**src/hdl/tepc_pkg.sv**
```systemverilog
// ----------------------------------------------------------------------------
// tepc_pkg: shared types and constants of the timed entry pool compactor
// Field widths, stream packing sizes, item kinds and the command and result
// records passed between the front end, the command queue and the engine.
// ----------------------------------------------------------------------------
package tepc_pkg;

    // Field widths
    localparam int KIND_W    = 2;
    localparam int ELAPSED_W = 31;
    localparam int VAL_W     = 32;
    localparam int IDX_W     = 6;
    localparam int LIVE_W    = 7;

    // Stream packing
    localparam int S_TDATA_W = 264;
    localparam int S_TUSER_W = KIND_W;
    localparam int M_TDATA_W = 232;
    localparam int M_TUSER_W = 2;

    // Defaults and sizes
    localparam int POOL_DEPTH_DEF = 64;
    localparam int QUEUE_DEPTH    = 2;

    // Item kinds as they arrive on tuser
    localparam logic [KIND_W-1:0] KIND_TICK   = 2'd0;
    localparam logic [KIND_W-1:0] KIND_INSERT = 2'd1;
    localparam logic [KIND_W-1:0] KIND_READ   = 2'd2;

    typedef enum logic [1:0] {
        OP_TICK,
        OP_INSERT,
        OP_READ,
        OP_NOP
    } op_t;

    typedef struct packed {
        logic signed [VAL_W-1:0] life;
        logic signed [VAL_W-1:0] start_x;
        logic signed [VAL_W-1:0] start_y;
        logic signed [VAL_W-1:0] start_z;
        logic signed [VAL_W-1:0] end_x;
        logic signed [VAL_W-1:0] end_y;
        logic signed [VAL_W-1:0] end_z;
    } entry_t;

    typedef struct packed {
        op_t                  op;
        logic [ELAPSED_W-1:0] elapsed;
        entry_t               entry;
        logic [IDX_W-1:0]     read_index;
    } cmd_t;

    typedef struct packed {
        logic [LIVE_W-1:0] live_count;
        logic              accepted;
        logic              read_valid;
        entry_t            entry;
    } res_t;

endpackage

```
**src/hdl/tepc_cmd_queue.sv**
```systemverilog
// ----------------------------------------------------------------------------
// tepc_cmd_queue: short command queue
// Decouples the front end from the engine so either side can stall alone.
// ----------------------------------------------------------------------------
module tepc_cmd_queue (
    input  logic            aclk,
    input  logic            aresetn,
    input  logic            push_valid,
    output logic            push_ready,
    input  tepc_pkg::cmd_t  push_cmd,
    output logic            pop_valid,
    input  logic            pop_ready,
    output tepc_pkg::cmd_t  pop_cmd
);
    import tepc_pkg::*;

    localparam int QAW = (QUEUE_DEPTH > 1) ? $clog2(QUEUE_DEPTH) : 1;
    localparam int QCW = $clog2(QUEUE_DEPTH + 1);

    cmd_t             slot_reg [QUEUE_DEPTH];
    logic [QAW-1:0]   wr_ptr_reg, wr_ptr_next;
    logic [QAW-1:0]   rd_ptr_reg, rd_ptr_next;
    logic [QCW-1:0]   count_reg, count_next;
    logic             do_push, do_pop;

    assign push_ready = count_reg < QCW'(QUEUE_DEPTH);
    assign pop_valid  = count_reg != '0;
    assign pop_cmd    = slot_reg[rd_ptr_reg];
    assign do_push    = push_valid && push_ready;
    assign do_pop     = pop_valid && pop_ready;

    always_comb begin
        wr_ptr_next = wr_ptr_reg;
        rd_ptr_next = rd_ptr_reg;
        count_next  = count_reg;
        if (do_push) begin
            wr_ptr_next = (wr_ptr_reg == QAW'(QUEUE_DEPTH - 1)) ? '0 : wr_ptr_reg + QAW'(1);
        end
        if (do_pop) begin
            rd_ptr_next = (rd_ptr_reg == QAW'(QUEUE_DEPTH - 1)) ? '0 : rd_ptr_reg + QAW'(1);
        end
        if (do_push && !do_pop) begin
            count_next = count_reg + QCW'(1);
        end else if (do_pop && !do_push) begin
            count_next = count_reg - QCW'(1);
        end
    end

    always_ff @(posedge aclk) begin
        if (!aresetn) begin
            wr_ptr_reg <= '0;
            rd_ptr_reg <= '0;
            count_reg  <= '0;
        end else begin
            wr_ptr_reg <= wr_ptr_next;
            rd_ptr_reg <= rd_ptr_next;
            count_reg  <= count_next;
        end
        if (do_push) begin
            slot_reg[wr_ptr_reg] <= push_cmd;
        end
    end

    // Occupancy never runs past the queue size
    a_count_bound: assert property (@(posedge aclk) disable iff (!aresetn)
        count_reg <= QCW'(QUEUE_DEPTH))
        else $error("command queue occupancy overflow");

endmodule

```
**config.mk**
```make
export PLATFORM = sky130hd
export DESIGN_NAME = tepc_cmd_queue
export DESIGN_NICKNAME = d
export VERILOG_FILES = /design/src/hdl/tepc_pkg.sv /design/src/hdl/tepc_cmd_queue.sv
export SDC_FILE = /design/constraint.sdc
export NUM_CORES = 1
export LEC_CHECK = 0
export ABC_CLOCK_PERIOD_IN_PS = 34600
export BUFFER_PORTS_ARGS = -buffer_cell sky130_fd_sc_hd__clkbuf_2
export CORE_AREA = 2 2 207 209
export DETAILED_ROUTE_END_ITERATION = 16
export DIE_AREA = 0 0 209 211
export PLACE_DENSITY = 0.75
export SKIP_LAST_GASP = 1
export SYNTH_ARGS = -nofsm -noshare
export SYNTH_HDL_FRONTEND = slang
export SYNTH_SLANG_ARGS = --single-unit
```
**constraint.sdc**
```tcl
create_clock -name aclk -period 34.6 [get_ports aclk]
set_input_delay 6.92 -clock aclk [delete_from_list [all_inputs] [get_ports aclk]]
set_output_delay 6.92 -clock aclk [all_outputs]
set_load 0.1 [all_outputs]
```
==> results.json <==
{
  "cp_common_cell": "buf_4",
  "cts_tree": "built",
  "slew_headroom_pct": 24.6,
  "dr.pass1.iters": 5,
  "fin_crit_ns": 11.02,
  "endpoint_kind": "output pin",
  "path_delay_family": "buffers and inverters",
  "grt_usage_pct": 18.0,
  "grt_overflow": 0,
  "ios": 532,
  "synth_area_leaders": "edfxtp_1 81%, mux2_2 11%, mux2_4 5.4%",
  "setup_viol_count_final": 0,
  "vias": 10000,
  "dieWidth_um": 209,
  "largest_register_ffs": 526,
  "rr_worst_depth": 4,
  "tightestPinTransition_ns": 1.13,
  "r2r-end": "slot_reg[1][184]",
  "cp-endpoint": "pop_cmd[237]",
  "syn_inst": 841,
  "rows": 75,
  "start_util_pct": 46.6,
  "ctsHoldBuffers": 0,
  "yosysTopAreaCell": "edfxtp_1",
  "hold_path.class": "reg -> reg",
  "synth_cell_types": 19,
  "grt_pass1_wl_um": 59100,
  "r2r_start": "count_reg[1]",
  "cp.required_ns": 27.68,
  "crit_slowest_cell": "dfxtp_4",
  "postSynth.asyncResetShare_pct": 0,
  "cpPeakStageDelay_ns": 1.11,
  "cp_max_fo": 85,
  "setup_tns_ns": 0,
  "yosysSeqAreaShare_pct": 81.7,
  "crit_chain": "buf_4 > buf_4 > mux2_2 > clkbuf_2",
  "clock_latency_ns": 0.57,
  "crit_cells": 4,
  "die_y_um": 211,
  "synth_area_um2": 19500,
  "dpl.hpwl_um": 29300,
  "fin_worst_skew_ns": 0.0115,
  "worstSetupPathType": "reg -> out",
  "clkSinkCount": 531,
  "clock-root-buffer": "clkbuf_16",
  "hold_violations": 0,
  "fin_nets": 1677,
  "r2r_setup_slack_ns": 31.07,
  "drt_iter0_markers": 634,
  "cts_resized": 0,
  "syn_to_final_growth_pct": 25.3,
  "path_buf_inv": 3,
  "final_common_cell": "clkbuf_2",
  "wl_um": 41600,
  "htreeDepth": 2,
  "synth_ff_type": "edfxtp_1",
  "antenna_found_initial": 5,
  "synth-seq-cells": 531,
  "cts_buffer_depth": 3,
  "grt_setup_unrepaired": "no",
  "cap_violations": 0,
  "synth_warnings": 0,
  "route.detailed.drc": 0,
  "viasPerCell": 5.02,
  "critPathArrivalTime_ns": 4.10,
  "ant_nets": 0,
  "fin_crit_sh_pct": 31.8,
  "synth_area_per_cell_um2": 23.1,
  "layout-drive-gt1-share_pct": 60.6,
  "cts_buffers": 54,
  "layout_common_cells": "531 x clkbuf_2, 526 x edfxtp_1, 193 x mux2_2",
  "synth_edf_count": 526,
  "dieArea_um2": 44100,
  "gp_congestion": 0.855,
  "max_freq_ghz": 0.0908,
  "clkTransAtPathRegs_ns": 0.06,
  "grt_pass1_vias": 10300,
  "synthesis.nets": 1109,
  "post_cts_buffers": 0,
  "core_um2": 41800,
  "slew_violations": 0,
  "synth_top_area_share_pct": 81.1,
  "status": "finished clean",
  "grt_max_degree": 86,
  "port_buffers": 531,
  "start_kind": "register",
  "route.detailed.wl_per_inst_um": 20.9
}
synthesized netlist by cell type (all sizes together) (2+ instances only):
cell type / instances
buf: 29
mux2: 263
o21ai: 2
nor2b: 3
edfxtp: 526
and2: 4
xnor2: 2
dfxtp: 5
worst register-to-register path, stage by stage, from the launching register on:
cell	delay (ns)
dfxtp_1	0.35
nor2b_1	0.27
and2_4	0.71
buf_4	0.77
buf_4	0.97
layer usage:
metal	vias up	global-route usage, %	wire (um)
met5	-	0	58
met4	8	8.99	1770
met3	108	6.07	3520
met2	451	31.2	21500
met1	4926	19.8	14800
li1	4517	-	-
metrics by stage:
step	hold slack [ns]	area [um^2]	std cells	setup slack (ns)	utilization (%)
2_1_floorplan	0.498	19500	841	14.94	-
3_3_place_gp	0.527	22700	1892	24.12	54.3
3_5_place_dp	0.556	22700	1892	24.11	54.3
4_1_cts	0.570	24400	1992	23.46	58.4
5_1_grt	0.598	24400	1993	23.29	58.4
6_report	0.567	24400	1993	23.58	58.4
final cells by class:
| cell class | count | area, um^2 |
|---|---|---|
| Fill cell | 3067 | 17400 |
| Sequential cell | 531 | 15900 |
| Multi-Input combinational cell | 280 | 3350 |
| Timing Repair Buffer | 541 | 2730 |
| Clock buffer | 77 | 1500 |
| Tap cell | 539 | 674 |
| Clock inverter | 23 | 219 |
| Inverter | 1 | 3.75 |
| Antenna cell | 1 | 2.50 |
worst min path at each step:
stage,startpoint,to,slack (ns),cells past startpoint
after floorplan,count_reg[1],count_reg[1],0.50,2
after global placement,count_reg[1],count_reg[1],0.53,2
after detailed placement,count_reg[1],count_reg[1],0.56,2
after CTS,count_reg[1],count_reg[1],0.57,2
after global routing,count_reg[1],count_reg[1],0.60,2
final,count_reg[1],count_reg[1],0.57,2
cells by family after synthesis:
logic type	share of synthesized area (%)
buffers and inverters	1.16
muxes	16.6
xor gates and xnor gates	0.135
DFF	81.7
AOI/OAI and AO/OA	0.129
and+or+nand+nor	0.289
adders and majority gates	0.0643
Power is left out: the tool's default activity adds up to more than one toggle a clock period on the data nets, which glitch-free logic cannot reach.
