### src/hdl/tepc_pkg.sv
// ----------------------------------------------------------------------------
// tepc_pkg: shared types and constants of the timed entry pool compactor
// Field widths, stream packing sizes, item kinds and the command and result
// records passed between the front end, the command queue and the engine.
// ----------------------------------------------------------------------------
package tepc_pkg;

    // Field widths
    localparam int KIND_W    = 2;
    localparam int ELAPSED_W = 31;
    localparam int VAL_W     = 32;
    localparam int IDX_W     = 6;
    localparam int LIVE_W    = 7;

    // Stream packing
    localparam int S_TDATA_W = 264;
    localparam int S_TUSER_W = KIND_W;
    localparam int M_TDATA_W = 232;
    localparam int M_TUSER_W = 2;

    // Defaults and sizes
    localparam int POOL_DEPTH_DEF = 64;
    localparam int QUEUE_DEPTH    = 2;

    // Item kinds as they arrive on tuser
    localparam logic [KIND_W-1:0] KIND_TICK   = 2'd0;
    localparam logic [KIND_W-1:0] KIND_INSERT = 2'd1;
    localparam logic [KIND_W-1:0] KIND_READ   = 2'd2;

    typedef enum logic [1:0] {
        OP_TICK,
        OP_INSERT,
        OP_READ,
        OP_NOP
    } op_t;

    typedef struct packed {
        logic signed [VAL_W-1:0] life;
        logic signed [VAL_W-1:0] start_x;
        logic signed [VAL_W-1:0] start_y;
        logic signed [VAL_W-1:0] start_z;
        logic signed [VAL_W-1:0] end_x;
        logic signed [VAL_W-1:0] end_y;
        logic signed [VAL_W-1:0] end_z;
    } entry_t;

    typedef struct packed {
        op_t                  op;
        logic [ELAPSED_W-1:0] elapsed;
        entry_t               entry;
        logic [IDX_W-1:0]     read_index;
    } cmd_t;

    typedef struct packed {
        logic [LIVE_W-1:0] live_count;
        logic              accepted;
        logic              read_valid;
        entry_t            entry;
    } res_t;

endpackage

### src/hdl/tepc_front.sv
// ----------------------------------------------------------------------------
// tepc_front: input beat capture and classification
// Takes input beats, decodes the kind into an operation and holds the
// command in one register until the command queue takes it.
// ----------------------------------------------------------------------------
module tepc_front (
    input  logic                            aclk,
    input  logic                            aresetn,
    input  logic                            s_tvalid,
    output logic                            s_tready,
    input  logic [tepc_pkg::S_TDATA_W-1:0]  s_tdata,
    input  logic [tepc_pkg::S_TUSER_W-1:0]  s_tuser,
    output logic                            q_valid,
    input  logic                            q_ready,
    output tepc_pkg::cmd_t                  q_cmd
);
    import tepc_pkg::*;

    logic valid_reg, valid_next;
    cmd_t cmd_reg, cmd_next;
    cmd_t dec;

    always_comb begin
        dec                  = '0;
        dec.elapsed          = s_tdata[30:0];
        dec.entry.life       = s_tdata[62:31];
        dec.entry.start_x    = s_tdata[94:63];
        dec.entry.start_y    = s_tdata[126:95];
        dec.entry.start_z    = s_tdata[158:127];
        dec.entry.end_x      = s_tdata[190:159];
        dec.entry.end_y      = s_tdata[222:191];
        dec.entry.end_z      = s_tdata[254:223];
        dec.read_index       = s_tdata[260:255];
        case (s_tuser)
            KIND_TICK:   dec.op = OP_TICK;
            KIND_INSERT: dec.op = OP_INSERT;
            KIND_READ:   dec.op = OP_READ;
            default:     dec.op = OP_NOP;
        endcase
    end

    assign s_tready = !valid_reg || q_ready;
    assign q_valid  = valid_reg;
    assign q_cmd    = cmd_reg;

    always_comb begin
        valid_next = valid_reg;
        cmd_next   = cmd_reg;
        if (s_tvalid && s_tready) begin
            valid_next = 1'b1;
            cmd_next   = dec;
        end else if (q_ready) begin
            valid_next = 1'b0;
        end
    end

    always_ff @(posedge aclk) begin
        if (!aresetn) begin
            valid_reg <= 1'b0;
        end else begin
            valid_reg <= valid_next;
        end
        cmd_reg <= cmd_next;
    end

endmodule

### config.mk
export PLATFORM = sky130hd
export DESIGN_NAME = tepc_front
export DESIGN_NICKNAME = d
export VERILOG_FILES = /design/src/hdl/tepc_pkg.sv /design/src/hdl/tepc_front.sv
export SDC_FILE = /design/constraint.sdc
export NUM_CORES = 1
export LEC_CHECK = 0
export BUFFER_PORTS_ARGS = -buffer_cell sky130_fd_sc_hd__buf_4
export CAP_MARGIN = 40
export CORE_AREA = 2 2 207 209
export CTS_CLUSTER_SIZE = 24
export DETAILED_ROUTE_END_ITERATION = 8
export DIE_AREA = 0 0 209 211
export GPL_ROUTABILITY_DRIVEN = 0
export SYNTH_ARGS = -nofsm -noshare
export SYNTH_HDL_FRONTEND = slang
export SYNTH_SLANG_ARGS = --single-unit
### constraint.sdc
create_clock -name aclk -period 3 [get_ports aclk]
set_input_delay 0.6 -clock aclk [delete_from_list [all_inputs] [get_ports aclk]]
set_output_delay 0.6 -clock aclk [all_outputs]
set_load 0.01 [all_outputs]
==> metrics.txt, run 1 <==
CTS tree=built; Hold Fails Final Rpt=0; maximum VDD drop=0.472 mV; hold_ws=0.206 ns; post-placement cell count=1354; skew final=0.0143 ns; DR pass1 iterations=6; final cell count without fillers=1407; Rows=75; total number of vias=4985; Mapped Nets=540; Vias/cell=3.54; vias in the first global route=5360; Max-Cap Viols=0; critical-path maximum fanout=1; Min-Delay Path Class=input port to register; Clock Tree Root=clkbuf_16; post-DR wirelength/cell=17.8 µm; synthesized area per cell=29.5 µm²; Reg2Reg Depth=3; die width=209 µm; initial drt markers=207; Die Span Y=211 µm; DRC errors left=0; Worst Hold End=q_cmd[92]; Starting Density=19.1%; Synth cell types=7; HPWL after DPL=19900 µm; crit path time final=1.79 ns; final setup fails=0; Inserted Clock Buffers=30; Post-CTS Resized=0; R2R setup slack=1.34 ns; fin. max-slew vios=0; setup repair bufs after CTS=0; Worst Hold Depth=1; Static Leak=5.68 nW; kind of critical path=register to output port; sequential fraction of the synthesis area=99.4%; initial antenna violation count=2; Critical Path Source Type=register; GRT overflow=0; Worst R2R End=q_cmd[181]; post-route setup TNS=0 ns; flops & latches, synth=264; most common cell after layout, fill and taps aside=buf_4; clock sink total=264; Slew HR=73.0%; Slew @ Worst Pin=0.406 ns; P&R area growth vs syn=72.6%; die area=44100 µm²; net total in the final layout=1117; Critical Path Sink Type=output port; area of the mapped netlist=7960 µm²; Req. time, crit path=2.40 ns; worst skew pair latency=0.56 ns; Clock transition at path regs=0.06 ns; All-Layer GR Usage=10.5%; Final ANT Viol Nets=0; clk buf depth=3; Hold-fix buffers, CTS=0; RSZ-0062 raised after global routing=false; Synth Instances=270; H-tree lvl count=1; pin count of the biggest net entering global routing=76; sum of buffers and inverters on the critical path=1; Hold Crit Start=s_tdata[181]; CP arrival=1.19 ns; crit-path leading delay family=flip-flops; Fmax achieved=559 MHz; worst stage delay on the critical path=0.45 ns; most frequent cells in the layout=buf_4, edfxtp_1, clkbuf_16; crit-path cells=buf_4; core area=41800 µm²; synth warn=0; PortBufs=531; final core occ=32.9%; first-pass GRT wire length=34100 µm; Ant. Diodes=0; share of cells above drive strength 1=68.4%; # IOs=535; WL final=25000 µm; outcome=completed; Crit Reg-Reg Startpoint=q_valid; final period utilization=59.7%; pwr/cell area=634 nW/µm²; Slowest cell on crit path=edfxtp_1
## cells in the mapped netlist
cell type | n | area (µm²)
clkbuf_1 | 2 | 7.51
dfxtp_1 | 1 | 20.0
nand2b_4 | 1 | 13.8
and2_4 | 1 | 8.76
inv_1 | 1 | 3.75
a21boi_2 | 1 | 11.3
edfxtp_1 | 263 | 7900
## logic make-up (layout without fill, tap and decap cells)
family | after synthesis | count (layout) | share of synthesized area [%]
AO/OA/AOI/OAI | 1 | 1 | 0.141
flip-flops | 264 | 264 | 99.4
AND/OR/NAND/NOR | 2 | 2 | 0.283
buffers and inverters | 3 | 601 | 0.141
## through the flow
stage / instance area [µm²] / power, W / setup WS, ns
final: 13700 / 0.00871 / 1.21
after global routing: 13700 / 0.00906 / 1.14
after CTS: 13700 / 0.00888 / 1.15
after detailed placement: 12800 / 0.00532 / 0.945
after global placement: 12800 / 0.00530 / 0.959
after floorplan: 7960 / 0.00465 / -0.0289
## metal layers
metal / vias up / global-route usage [%] / share of wire (%)
li1: 2256 / - / -
met4: 4 / 3.23 / 3.1
met3: 40 / 5.35 / 12
met2: 348 / 18.5 / 50
met5: - / 0 / 0.092
met1: 2337 / 11.0 / 35
## where the power goes
group / total, W / switching [W] / leakage [nW] / internal [W]
Clock: 0.00349 / 0.00145 / 0.456 / 0.00204
Sequential: 0.00439 / 0.0000653 / 2.55 / 0.00432
Combinational: 0.000835 / 0.000353 / 2.67 / 0.000482
## sequential cells by signal, indices dropped and copies added, names as in the netlist
name,count
q_valid,1
q_cmd,263
## area by class of cell
type                    instances  area [µm²]
clock buffers                  33         783
clock inverters                20         160
fillers                      3998       28000
inverters                       1        3.75
multi-input cells               3        33.8
flip-flops and latches        264        7920
well taps                     539         674
repair buffers                547        4170
## worst max path at each step
| stage | start | to | depth (start not counted) |
|---|---|---|---|
| after floorplan | q_ready | q_cmd[0] | 2 |
| after global placement | q_ready | q_cmd[71] | 4 |
| after detailed placement | q_ready | q_cmd[71] | 4 |
| after CTS | q_cmd[175] | q_cmd[175] | 1 |
| after global routing | q_valid | s_tready | 2 |
| final | q_cmd[186] | q_cmd[186] | 1 |
Note: power is estimated with default switching activity, not from simulation.
==> inputs of run 2 (changes only) <==
==> constraint.sdc (replaced) <==
create_clock -name aclk -period 1.55 [get_ports aclk]
set_input_delay 0.31 -clock aclk [delete_from_list [all_inputs] [get_ports aclk]]
set_output_delay 0.31 -clock aclk [all_outputs]
set_load 0.01 [all_outputs]
==> metrics.txt, run 2 (same netlist as run 1, synthesis figures left out) <==
P&R area growth vs syn=107%; CTS tree=built; Slew HR=82.3% (+9.4 points); H-tree lvl count=1 (unchanged); Clock transition at path regs=0.06 ns (about the same); post-route setup TNS=0 ns (unchanged); All-Layer GR Usage=12.1% (+1.5 points); vias in the first global route=7003 (+31%); net total in the final layout=1395 (+25%); Slowest cell on crit path=edfxtp_1; Inserted Clock Buffers=29 (-3.3%); crit path time final=1.46 ns; Static Leak=6.86 nW (+21%); Vias/cell=3.63 (+2.5%); max FFs per register=263 (unchanged); final non-filler cell area=16500 µm² (+20%); worst stage delay on the critical path=0.43 ns (-0.02 ns); Max-Cap Viols=0 (unchanged); worst skew pair latency=0.54 ns (-0.02 ns); core area=41800 µm² (unchanged); initial drt markers=227 (+9.7%); die area=44100 µm² (unchanged); maximum VDD drop=0.809 mV (+71%); first-pass GRT wire length=40600 µm (+19%); clk buf depth=3 (unchanged); PortBufs=531 (unchanged); HPWL after DPL=19800 µm (-0.19%); crit-path leading delay family=flip-flops; Fmax achieved=683 MHz; die width=209 µm (unchanged); Clock Tree Root=clkbuf_16; pin count of the biggest net entering global routing=37 (-51%); Hold Fails Final Rpt=0 (unchanged); share of cells above drive strength 1=53.0% (-15 points); clock sink total=264 (unchanged); kind of critical path=register to output port; outcome=completed; most frequent cells in the layout=buf_4, dlygate4sd3_1, edfxtp_1; RSZ-0062 raised after global routing=false; crit-path cells=buf_4; final period utilization=94.4%; CP arrival=1.15 ns (-0.04 ns); Post-Place Cell Area=12900 µm² (+0.73%); Req. time, crit path=1.24 ns (-1.16 ns); Critical Path Sink Type=output port; Slew @ Worst Pin=0.265 ns (-0.140 ns); fin. max-slew vios=0 (unchanged); WL final=28200 µm (+13%); most common cell after layout, fill and taps aside=buf_4; Rows=75 (unchanged); fillcell total=3699 (-7.5%); critical-path maximum fanout=1 (unchanged); initial antenna violation count=0 (-2); DR pass1 iterations=5 (-1); pwr/cell area=1060 nW/µm² (+68%); GRT overflow=0 (unchanged); # IOs=535 (unchanged); Die Span Y=211 µm (unchanged); total number of vias=6121 (+23%); Post-CTS Resized=0 (unchanged); sum of buffers and inverters on the critical path=1 (unchanged); Starting Density=19.1% (unchanged); skew final=0.0132 ns (-0.00117 ns); DRC errors left=0 (unchanged); Final ANT Viol Nets=0 (unchanged); post-DR wirelength/cell=16.7 µm (-5.9%); final setup fails=0 (unchanged); Critical Path Source Type=register; Min-Delay Path Class=input port to register
-- run 2: cell types whose count changed in the layout (fill, tap and decap cells not counted), sizes merged, moves of 2 or more --
cell | before | now
buf | 547 | 561
dlygate4sd3 | 0 | 265
clkinvlp | 3 | 1
clkinv | 14 | 11
bufinv | 2 | 4
-- run 2: metrics by stage --
| stage | worst slack [ns] | instances | power (W) | hold slack (ns) | util [%] |
|---|---|---|---|---|---|
| 2_1_floorplan | -1.19 | 270 | 0.00900 | 0.409 | - |
| 3_3_place_gp | 0.0460 | 1368 | 0.0103 | 0.486 | 30.9 |
| 3_5_place_dp | 0.0345 | 1368 | 0.0103 | 0.489 | 30.9 |
| 4_1_cts | 0.0499 | 1684 | 0.0178 | 0.287 | 39.5 |
| 5_1_grt | 0.0466 | 1684 | 0.0182 | 0.315 | 39.5 |
| 6_report | 0.0865 | 1685 | 0.0176 | 0.325 | 39.5 |
-- run 2: final cells by class --
class                   count  area [µm²]  area share [%]
flip-flops and latches    264        7920            48.0
repair buffers            826        6910            41.9
clock buffers              33         741            4.49
well taps                 539         674            4.09
clock inverters            18         201            1.22
multi-input cells           3        33.8           0.205
inverters                   1        3.75          0.0228
diodes                      1        2.50          0.0152
-- run 2: power by group --
part	switching (W)	leakage [nW]	internal (W)
logic	0.000854	3.84	0.00140
clock network	0.00273	0.460	0.00408
registers	0.000131	2.55	0.00836
total	0.00371	6.86	0.0138
-- run 2: what timing repair did --
action / in CTS / in global routing
buffers inserted: 0 / 0
hold endpoints to repair: 264 / 0
hold buffers: 265 / 0
-- run 2: routing by layer --
layer	global-route usage (%)	part of all wire (%)	vias up
li1	-	-	2821
met4	4.53	3.4	0
met3	5.44	11	45
met2	22.0	51	382
met1	12.0	34	2873
met5	0	0	-
-- run 2: worst reg2reg max path, stage by stage, from the launching register on --
cell      delay (ns)
dfxtp_2         0.33
nand2b_4        0.08
and2_4          0.17
buf_12          0.22
buf_12          0.28
-- run 2: path summary, 6_finish.rpt --
path / to / cells past startpoint / from / slack (ns)
setup / recovery: q_cmd[192] / 1 / q_cmd[192] / 0.09
hold / removal: q_cmd[70] / 3 / s_tvalid / 0.32
setup reg to reg: q_cmd[130] / 4 / q_valid / 0.15
hold reg to reg: q_cmd[70] / 3 / q_valid / 0.89
